**src/efa_pkg.sv**
```systemverilog
package efa_pkg;

  localparam logic       OP_ALLOC = 1'b0;
  localparam logic       OP_FREE  = 1'b1;

  localparam logic [1:0] STAT_DONE = 2'd0;
  localparam logic [1:0] STAT_OOM  = 2'd1;
  localparam logic [1:0] STAT_ZERO = 2'd2;

  localparam logic REG_CHUNK = 1'b0;
  localparam logic REG_LIMIT = 1'b1;

  localparam logic [16:0] CHUNK_RESET = 17'd4096;
  localparam logic [16:0] LIMIT_RESET = 17'd65536;
  localparam logic [31:0] BREAK_RESET = 32'd4120;
  localparam logic [31:0] SENT_OFF    = 32'd8;
  localparam logic [31:0] MIN_BLOCK   = 32'd16;
  localparam logic [3:0]  INIT_LAST   = 4'd8;

  typedef struct packed {
    logic        operation;
    logic [15:0] request_size;
    logic [15:0] block_addr;
  } efa_in_t;

  typedef struct packed {
    logic [15:0] result_addr;
    logic [1:0]  status;
  } efa_out_t;

  typedef enum logic [5:0] {
    ST_CLR, ST_INIT, ST_IDLE, ST_FIN,
    ST_FR0, ST_FR1,
    ST_TG_H, ST_TG_F,
    ST_MG0, ST_MG1, ST_MG2, ST_MG3, ST_MG4,
    ST_MB0, ST_MB1,
    ST_MC0, ST_MC1, ST_MC2,
    ST_MD0, ST_MD1, ST_MD2, ST_MD3,
    ST_PU0, ST_PU1, ST_PU2, ST_PU3, ST_PU4,
    ST_RM0, ST_RM1, ST_RM2, ST_RM3,
    ST_FF0, ST_FF1, ST_FF2, ST_FF3, ST_FF4,
    ST_GR0, ST_GR1, ST_GR2, ST_GR3,
    ST_TK0, ST_TK1, ST_TK2, ST_TK3, ST_TK4
  } efa_state_t;

  typedef struct packed {
    efa_state_t step;
    logic       accept;
  } efa_cmd_t;

  typedef struct packed {
    logic clr_done;
    logic init_done;
    logic op_free;
    logic req_zero;
    logic addr_zero;
    logic ff_stop;
    logic fit;
    logic rd_bit0;
    logic prev_used;
    logic grow_fail;
    logic rest_big;
  } efa_sts_t;

  function automatic logic [31:0] tag_size(input logic [31:0] v);
    return {v[31:3], 3'b000};
  endfunction

  // Final layout after reset: prologue, sentinel and one 4096-byte free block.
  function automatic logic [31:0] init_addr(input logic [3:0] k);
    logic [31:0] a;
    case (k)
      4'd0: a = 32'd4;
      4'd1: a = 32'd8;
      4'd2: a = 32'd12;
      4'd3: a = 32'd16;
      4'd4: a = 32'd20;
      4'd5: a = 32'd24;
      4'd6: a = 32'd28;
      4'd7: a = 32'd4112;
      default: a = 32'd4116;
    endcase
    return a;
  endfunction

  function automatic logic [31:0] init_data(input logic [3:0] k);
    logic [31:0] d;
    case (k)
      4'd0: d = 32'd17;
      4'd1: d = 32'd24;
      4'd2: d = 32'd24;
      4'd3: d = 32'd17;
      4'd4: d = 32'd4096;
      4'd5: d = 32'd8;
      4'd6: d = 32'd8;
      4'd7: d = 32'd4096;
      default: d = 32'd1;
    endcase
    return d;
  endfunction

endpackage

```
**src/efa_ctrl.sv**
```systemverilog
module efa_ctrl import efa_pkg::*; (
  input  logic     clk,
  input  logic     rst_n,
  input  logic     start,
  input  efa_sts_t sts,
  output efa_cmd_t cmd,
  output logic     busy,
  output logic     out_valid
);

  efa_state_t state_r, state_nxt;
  efa_state_t tag_ret_r, tag_ret_nxt;
  efa_state_t rem_ret_r, rem_ret_nxt;
  efa_state_t mg_ret_r, mg_ret_nxt;

  always_ff @(posedge clk) begin
    if (!rst_n) begin
      state_r   <= ST_CLR;
      tag_ret_r <= ST_IDLE;
      rem_ret_r <= ST_IDLE;
      mg_ret_r  <= ST_IDLE;
    end else begin
      state_r   <= state_nxt;
      tag_ret_r <= tag_ret_nxt;
      rem_ret_r <= rem_ret_nxt;
      mg_ret_r  <= mg_ret_nxt;
    end
  end

  always_comb begin
    state_nxt   = state_r;
    tag_ret_nxt = tag_ret_r;
    rem_ret_nxt = rem_ret_r;
    mg_ret_nxt  = mg_ret_r;
    cmd.step    = state_r;
    cmd.accept  = (state_r == ST_IDLE) && start;
    busy        = (state_r != ST_IDLE);
    out_valid   = (state_r == ST_FIN);
    case (state_r)
      ST_CLR:  if (sts.clr_done) state_nxt = ST_INIT;
      ST_INIT: if (sts.init_done) state_nxt = ST_IDLE;
      ST_IDLE: begin
        if (start) begin
          if (sts.op_free) begin
            state_nxt = sts.addr_zero ? ST_FIN : ST_FR0;
          end else begin
            state_nxt = sts.req_zero ? ST_FIN : ST_FF0;
          end
        end
      end
      ST_FIN:  state_nxt = ST_IDLE;
      ST_FR0:  state_nxt = ST_FR1;
      ST_FR1: begin
        state_nxt   = ST_TG_H;
        tag_ret_nxt = ST_MG0;
        mg_ret_nxt  = ST_FIN;
      end
      ST_TG_H: state_nxt = ST_TG_F;
      ST_TG_F: state_nxt = tag_ret_r;
      ST_MG0:  state_nxt = ST_MG1;
      ST_MG1:  state_nxt = ST_MG2;
      ST_MG2:  state_nxt = ST_MG3;
      ST_MG3:  state_nxt = ST_MG4;
      ST_MG4: begin
        if (sts.prev_used && sts.rd_bit0) begin
          state_nxt = ST_PU0;
        end else if (sts.prev_used) begin
          state_nxt = ST_MB0;
        end else if (sts.rd_bit0) begin
          state_nxt = ST_MC0;
        end else begin
          state_nxt = ST_MD0;
        end
      end
      ST_MB0: begin
        state_nxt   = ST_RM0;
        rem_ret_nxt = ST_MB1;
      end
      ST_MB1: begin
        state_nxt   = ST_TG_H;
        tag_ret_nxt = ST_PU0;
      end
      ST_MC0:  state_nxt = ST_MC1;
      ST_MC1:  state_nxt = ST_MC2;
      ST_MC2:  state_nxt = mg_ret_r;
      ST_MD0: begin
        state_nxt   = ST_RM0;
        rem_ret_nxt = ST_MD1;
      end
      ST_MD1:  state_nxt = ST_MD2;
      ST_MD2:  state_nxt = ST_MD3;
      ST_MD3: begin
        state_nxt   = ST_TG_H;
        tag_ret_nxt = mg_ret_r;
      end
      ST_PU0:  state_nxt = ST_PU1;
      ST_PU1:  state_nxt = ST_PU2;
      ST_PU2:  state_nxt = ST_PU3;
      ST_PU3:  state_nxt = ST_PU4;
      ST_PU4:  state_nxt = mg_ret_r;
      ST_RM0:  state_nxt = ST_RM1;
      ST_RM1:  state_nxt = ST_RM2;
      ST_RM2:  state_nxt = ST_RM3;
      ST_RM3:  state_nxt = rem_ret_r;
      ST_FF0:  state_nxt = ST_FF1;
      ST_FF1:  state_nxt = ST_FF2;
      ST_FF2:  state_nxt = sts.ff_stop ? ST_GR0 : ST_FF3;
      ST_FF3:  state_nxt = sts.fit ? ST_TK0 : ST_FF4;
      ST_FF4:  state_nxt = ST_FF2;
      ST_GR0:  state_nxt = ST_GR1;
      ST_GR1: begin
        if (sts.grow_fail) begin
          state_nxt = ST_FIN;
        end else begin
          state_nxt   = ST_TG_H;
          tag_ret_nxt = ST_GR2;
        end
      end
      ST_GR2: begin
        state_nxt  = ST_MG0;
        mg_ret_nxt = ST_GR3;
      end
      ST_GR3:  state_nxt = ST_TK0;
      ST_TK0:  state_nxt = ST_TK1;
      ST_TK1: begin
        state_nxt   = ST_RM0;
        rem_ret_nxt = ST_TK2;
      end
      ST_TK2: begin
        state_nxt   = ST_TG_H;
        tag_ret_nxt = sts.rest_big ? ST_TK3 : ST_FIN;
      end
      ST_TK3: begin
        state_nxt   = ST_TG_H;
        tag_ret_nxt = ST_TK4;
      end
      ST_TK4: begin
        state_nxt  = ST_MG0;
        mg_ret_nxt = ST_FIN;
      end
      default: state_nxt = ST_IDLE;
    endcase
  end

endmodule

```
**config.mk**
```make
export PLATFORM = sky130hd
export DESIGN_NAME = efa_ctrl
export DESIGN_NICKNAME = d
export VERILOG_FILES = /design/src/efa_pkg.sv /design/src/efa_ctrl.sv
export SDC_FILE = /design/constraint.sdc
export NUM_CORES = 1
export LEC_CHECK = 0
export ABC_AREA = 1
export BUFFER_PORTS_ARGS = -buffer_cell sky130_fd_sc_hd__buf_2
export CORE_ASPECT_RATIO = 2
export CORE_MARGIN = 5
export CORE_UTILIZATION = 40
export CTS_CLUSTER_SIZE = 10
export DETAILED_ROUTE_END_ITERATION = 6
export GPL_TIMING_DRIVEN = 0
export PLACE_DENSITY = 0.64
export SETUP_SLACK_MARGIN = 0.15
export SYNTH_ARGS = -nofsm -noshare
export SYNTH_HDL_FRONTEND = slang
export SYNTH_SLANG_ARGS = --single-unit
```
**constraint.sdc**
```tcl
create_clock -name clk -period 1.9 [get_ports clk]
set_input_delay 0.285 -clock clk [delete_from_list [all_inputs] [get_ports clk]]
set_output_delay 0.285 -clock clk [all_outputs]
set_load 0.005 [all_outputs]
```
==> results of run 1 <==
[through the flow]
stage / worst slack [ns] / cells / instance area (um2) / power [mW]
6_report: 0.1732 / 377 / 2046 / 1.623
5_1_grt: 0.09500 / 377 / 2046 / 1.716
3_3_place_gp: -0.06221 / 363 / 1787 / 1.138
3_5_place_dp: -0.03444 / 363 / 1787 / 1.134
4_1_cts: 0.1526 / 369 / 1919 / 1.520
2_1_floorplan: 0.3573 / 290 / 1613 / 0.9125
[routing by layer]
layer	up-vias	part of all wire	track usage
met1	904	0.34	0.2433
met2	90	0.51	0.4024
met4	0	0.086	0.1835
li1	1009	-	-
met3	33	0.062	0.02675
met5	-	0	0
[Yosys cell counts (all sizes together)]
master | instances | area (um2)
nand3b | 3 | 22.52
buf | 3 | 15.01
o31ai | 1 | 7.510
nor2 | 58 | 262.8
nor3 | 4 | 20.02
nand2 | 97 | 369.1
o2bb2ai | 1 | 8.760
a31oi | 1 | 6.260
inv | 30 | 112.6
nor4 | 1 | 6.260
dfxtp | 18 | 360.4
o21ai | 8 | 40.04
a211oi | 1 | 7.510
a21boi | 1 | 18.77
clkinv | 1 | 3.750
ha | 2 | 25.02
o211ai | 1 | 7.510
nand3 | 42 | 227.7
a21oi | 13 | 68.82
nand4 | 3 | 18.77
clkbuf | 1 | 3.750
[cell usage in the layout, fill, tap and decap left out]
master	count
nand3b_1	3
nor4_1	1
a211oi_1	1
dfxtp_1	12
clkbuf_8	4
nand2_2	6
nand3_1	37
nand2_1	91
ha_1	2
clkbuf_4	1
nand4_1	3
clkinv_2	1
nor3_2	2
o21ai_0	8
o31ai_2	1
o2bb2ai_1	1
a21boi_4	1
dfxtp_2	1
o211ai_1	1
nand3_4	1
clkbuf_1	1
nor2_4	11
a31oi_1	1
inv_1	23
dfxtp_4	5
buf_4	11
nor3_4	1
a21oi_1	12
nand3_2	4
nor3_1	1
nor2_1	42
a21oi_2	1
inv_2	7
nor2_2	6
buf_2	22
[worst min path at each step]
stage	start	to	cells past startpoint
4_1_cts	rst_n	tag_ret_r[1]	2
5_1_grt	rst_n	tag_ret_r[1]	2
2_1_floorplan	rst_n	tag_ret_r[1]	1
3_3_place_gp	tag_ret_r[1]	tag_ret_r[1]	2
6_report	rst_n	tag_ret_r[1]	2
3_5_place_dp	tag_ret_r[5]	tag_ret_r[5]	2
[state kept, by name, indices dropped and copies added (netlist names)]
register   flops
mg_ret_r       2
rem_ret_r      4
state_r        6
tag_ret_r      6
[cells by family (layout without fill, tap and decap cells)]
group                      after synthesis  count (layout)  share of synthesized area
and+or+nand+nor                        208             209                     0.5749
buffers and inverters                   35              70                    0.08377
AOI/OAI and AO/OA                       27              27                     0.1024
DFF                                     18              18                     0.2234
adders and majority gates                2               2                    0.01551
[timing repair]
action	4_1_cts	5_1_grt
endpoints found under the setup margin	14	13
pin swaps	1	8
setup buffers	2	7
resized for setup	20	23
cloned	0	1
[cell type report]
cell class,count,share of cell area
Timing Repair Buffer,31,0.08685
Buffer,4,0.01284
Inverter,31,0.05749
Sequential cell,18,0.1859
Multi-Input combinational cell,238,0.5988
Tap cell,51,0.03119
Clock buffer,4,0.02691
[power groups by stage]
stage	sequential, mW	clock, mW	combinational (mW)
floorplan	0.455	0	0.458
global placement	0.461	0	0.678
detailed placement	0.462	0	0.672
CTS	0.471	0.333	0.716
global route	0.477	0.352	0.887
finish	0.471	0.326	0.825
==> flow_summary.yaml, run 1 <==
setup_path:
  max_stage_delay_ns: 0.40
  cp-end-kind: "register"
  crit_required_ns: 2.09
  crit_path_start_kind: "register"
  rrSetupSlack_ns: 0.17
  slowest_stage: "dfxtp_4"
  reg2reg_from: "state_r[1]"
  arrival_ns: 1.92
  r2r_end: "state_r[0]"
  cp_max_fo: 8
  worstRegToRegCells: 9
  crit_end: "state_r[0]"
  worstSetupPathType: "register to register"
  cpLargestDelayFamily: "simple AND/OR/NAND/NOR gates"
  crit_buf_inv: 2
  cp-startpoint: "state_r[1]"
  crit_chain: "inv_2, nor2_4, buf_4, nand4_1, nand2_1, nor2_1, nand3_1, o21ai_0, a21oi_1"
  critical_path_depth: 9
cells_and_area:
  seq_area_um2: 380.4
  area_growth_syn_to_layout_pct: 26.84
  nets: 343
  num-fill-cells: 443
  multi_input_comb_area_mm2: 0.001225
  post-route-util: 0.5267
  drive_above_1_share: 0.2638
  num_antenna_cells: 0
cts:
  clkTransAtPathRegs_ns: 0.07
  cts_tree: "built"
  cts_hold_buffers: 0
  htreeDepth: 1
  cts_root_buffer: "clkbuf_8"
  numCtsBuffers: 3
  clock_sinks: 18
  clock_latency_ns: 0.26
  clockBufferDepth: 2
min_path:
  min_path_type: "input port to register"
power_and_ir_drop:
  combPwrFrac: 0.509
  p_per_area_mw_per_mm2: 793.2
  switching_share: 0.4572
  power_frac_clock: 0.201
  p_int_mw: 0.8808
  irDropWorstVdd_uv: 566.6
  p_switching_mw: 0.7418
  leakagePower_nw: 1.094
  seqPwrFrac: 0.290
synth:
  synth_seq_area_share: 0.2234
  avgSynthCellArea_um2: 5.561
  ys_ff_latch: 18
  synth_cells: 290
  synth.distinct_cells: 28
  ys_warn_count: 0
  syn_nets: 306
  synth.cell_area_mm2: 0.001613
global_route:
  grt_antenna_before_repair: 0
  grtUsageTotal: 0.2361
  grt_pass1_vias: 1908
  grt_remaining_overflow: 0
  grt_pass1_wl_mm: 9.232
  grt_max_degree: 11
routing:
  drt.antenna.violating_nets: 0
  vias: 2036
  first_pass_iters: 6
  drt_iter0_markers: 96
  via_per_inst: 5.401
  wl_mm: 6.079
  drcViolationCount: 0
  wl_per_cell_um: 16.12
timing:
  rsz0062_at_grt: "yes"
  worst_pin_slew_ns: 0.4345
  period_share: 0.9088
  whs_ns: 0.2500
  min_period_ns: 1.727
  finClkSkew_ns: 0.001320
  relSlewSlack: 0.7103
  final.setup.tns_ns: 0
  setup_viol: 0
  timing.fmax_ghz: 0.5791
  final-max-slew-violation-count: 0
  hold_violations: 0
run_status:
  status: "complete, no violations"
run:
  cap_violations: 0
die:
  die_y_um: 99.80
  start_util: 0.4153
  dieArea_mm2: 0.005479
  die_x_um: 54.90
  io_pins: 23
  coreArea_mm2: 0.003884
  rows: 32
place:
  place_congestion: 0.9201
  dp_hpwl_mm: 4.847
  port_buffers: 22
(Power assumes the default switching activity.)
==> run 2, diff against run 1 <==
Settings changed: ABC_CLOCK_PERIOD_IN_PS from default to 1800, CORE_UTILIZATION 40 to 57, PLACE_DENSITY 0.64 to 0.84.
Clock period 1.9 ns to 1.8 ns, I/O delays scaled along.
==> run 2 against run 1 <==
Largest power group unchanged. Critical path type unchanged. Sequential cell count did not move. Non-clock buffer count rose by 24. Utilization rose by 32 points. Hold slack got worse by 0.011 ns.
==> flow_summary.yaml, run 2 (synthesized netlist as in run 1, its figures left out) <==
global_route:
  grt_pass1_wl_mm: 9.577
  grtUsageTotal: 0.3283
  grt_pass1_vias: 1949
  grt_max_degree: 11
  grt_antenna_before_repair: 0
  grt_remaining_overflow: 0
place:
  port_buffers: 22
  place_congestion: 0.9959
  dp_hpwl_mm: 4.606
timing:
  final-max-slew-violation-count: 0
  setup_viol: 0
  rsz0062_at_grt: "yes"
  final.setup.tns_ns: 0
  relSlewSlack: 0.6479
  worst_pin_slew_ns: 0.5282
  finClkSkew_ns: 0.001991
  whs_ns: 0.2386
  timing.fmax_ghz: 0.5639
  min_period_ns: 1.773
  hold_violations: 0
  period_share: 0.9852
min_path:
  min_path_type: "input port to register"
  min_from: "rst_n"
run:
  cap_violations: 0
routing:
  drt.antenna.violating_nets: 0
  via_per_inst: 6.254
  drt_iter0_markers: 213
  drcViolationCount: 0
  first_pass_iters: 5
  wl_met3_um: 805
  met2_length_mm: 3.508
  wl_per_cell_um: 19.63
  highest-signal-layer: "met4"
  vias: 2364
  met1_length_mm: 2.294
  wl_mm: 7.421
cts:
  clock_sinks: 18
  htreeDepth: 1
  clockBufferDepth: 2
  cts_hold_buffers: 0
  cts_tree: "built"
  clkTransAtPathRegs_ns: 0.07
  numCtsBuffers: 3
  clock_latency_ns: 0.26
  cts_root_buffer: "clkbuf_8"
power_and_ir_drop:
  p_switching_mw: 0.9094
  irDropWorstVdd_uv: 598.7
  p_per_area_mw_per_mm2: 860.6
  seqPwrFrac: 0.255
  power_frac_clock: 0.174
  leakagePower_nw: 1.228
  p_int_mw: 1.084
  switching_share: 0.4563
  combPwrFrac: 0.571
die:
  rows: 27
  die_y_um: 85.23
  start_util: 0.5894
  die_x_um: 47.61
  coreArea_mm2: 0.002736
  dieArea_mm2: 0.004058
  io_pins: 23
setup_path:
  cp-end-kind: "register"
  crit_required_ns: 1.98
  arrival_ns: 1.95
  worstSetupPathType: "register to register"
  crit_chain: "inv_2, nor2_4, buf_4, nand2_1, nand2_1, a21oi_1, nand2_1, nor2_1, nand3b_1, nand2_2, nor2_1"
  crit_path_start_kind: "register"
  crit_top_cell: "nand2_1"
  max_stage_delay_ns: 0.41
  cp_max_fo: 10
  slowest_stage: "dfxtp_4"
  cp-startpoint: "state_r[5]"
  reg2reg_from: "state_r[5]"
run_status:
  status: "complete, no violations"
cells_and_area:
  reg_top3: "state_r (6), tag_ret_r (6), rem_ret_r (4)"
  layout_commonest_cell: "nand2_1"
  area_growth_syn_to_layout_pct: 43.60
  drive_above_1_share: 0.3811
  layout_common_cells: "nand2_1, nor2_1, nand3_1"
  num_antenna_cells: 0
  post-route-util: 0.8464
  nets: 366
  num-fill-cells: 177
==> run 2: changes by cell type in the layout (fill, tap and decap cells not counted), moves of 3 or more <==
cell and delta:
nor2_4 +3, nor2_1 -6, nand2_2 +11, o21ai_1 +3
o21ai_0 -3, nand3_1 -3, inv_4 +3, buf_6 +5
buf_4 +19, nand2_1 -12
==> run 2: final timing paths <==
check	to	slack, ns	cells after the start
setup / recovery	state_r[3]	0.03	11
hold / removal	tag_ret_r[1]	0.24	2
setup reg to reg	state_r[3]	0.03	11
hold reg to reg	rem_ret_r[4]	0.46	2
==> run 2: worst max-delay path: cells and delay by family (launching register included) <==
kind	cells	cell delay [ns]
and+or+nand+nor	8	0.91
DFF	1	0.41
buffers and inverters	2	0.30
AOI/OAI and AO/OA	1	0.06
==> run 2: repair_timing <==
item                       CTS  global route
resized for setup           39            44
setup buffers                8            25
pin swaps                    9            22
setup endpoints to repair   15            13
==> run 2: power groups by stage <==
stage / Sequential, mW / Combinational (mW) / Clock (mW)
floorplan: 0.480 / 0.483 / 0
global placement: 0.486 / 0.698 / 0
detailed placement: 0.488 / 0.699 / 0
CTS: 0.503 / 0.813 / 0.344
global route: 0.511 / 1.23 / 0.368
finish: 0.508 / 1.14 / 0.347
==> run 2: cell type report <==
type / instances / area, um2 / share of cell area
buffer: 4 / 30.03 / 0.01297
clock buffer: 4 / 55.05 / 0.02377
inverter: 31 / 123.9 / 0.05348
multi-input combinational: 237 / 1303 / 0.5624
sequential: 18 / 382.9 / 0.1653
tap: 29 / 36.28 / 0.01567
timing repair buffer: 55 / 385.4 / 0.1664
==> run 2: metrics by stage <==
step / power, mW / std cells / area, um2 / setup WS, ns
final: 1.993 / 378 / 2316 / 0.02658
after global routing: 2.112 / 378 / 2316 / -0.1725
after CTS: 1.661 / 353 / 1986 / 0.1377
after detailed placement: 1.187 / 341 / 1759 / -0.1424
after global placement: 1.184 / 341 / 1759 / -0.1160
after floorplan: 0.9632 / 290 / 1613 / 0.2573
==> run 2: routing by layer <==
metal / global-route usage / vias up
met1: 0.3692 / 1002
met4: 0.1961 / 0
met3: 0.03822 / 86
met2: 0.5489 / 223
li1: - / 1053
met5: 0 / -
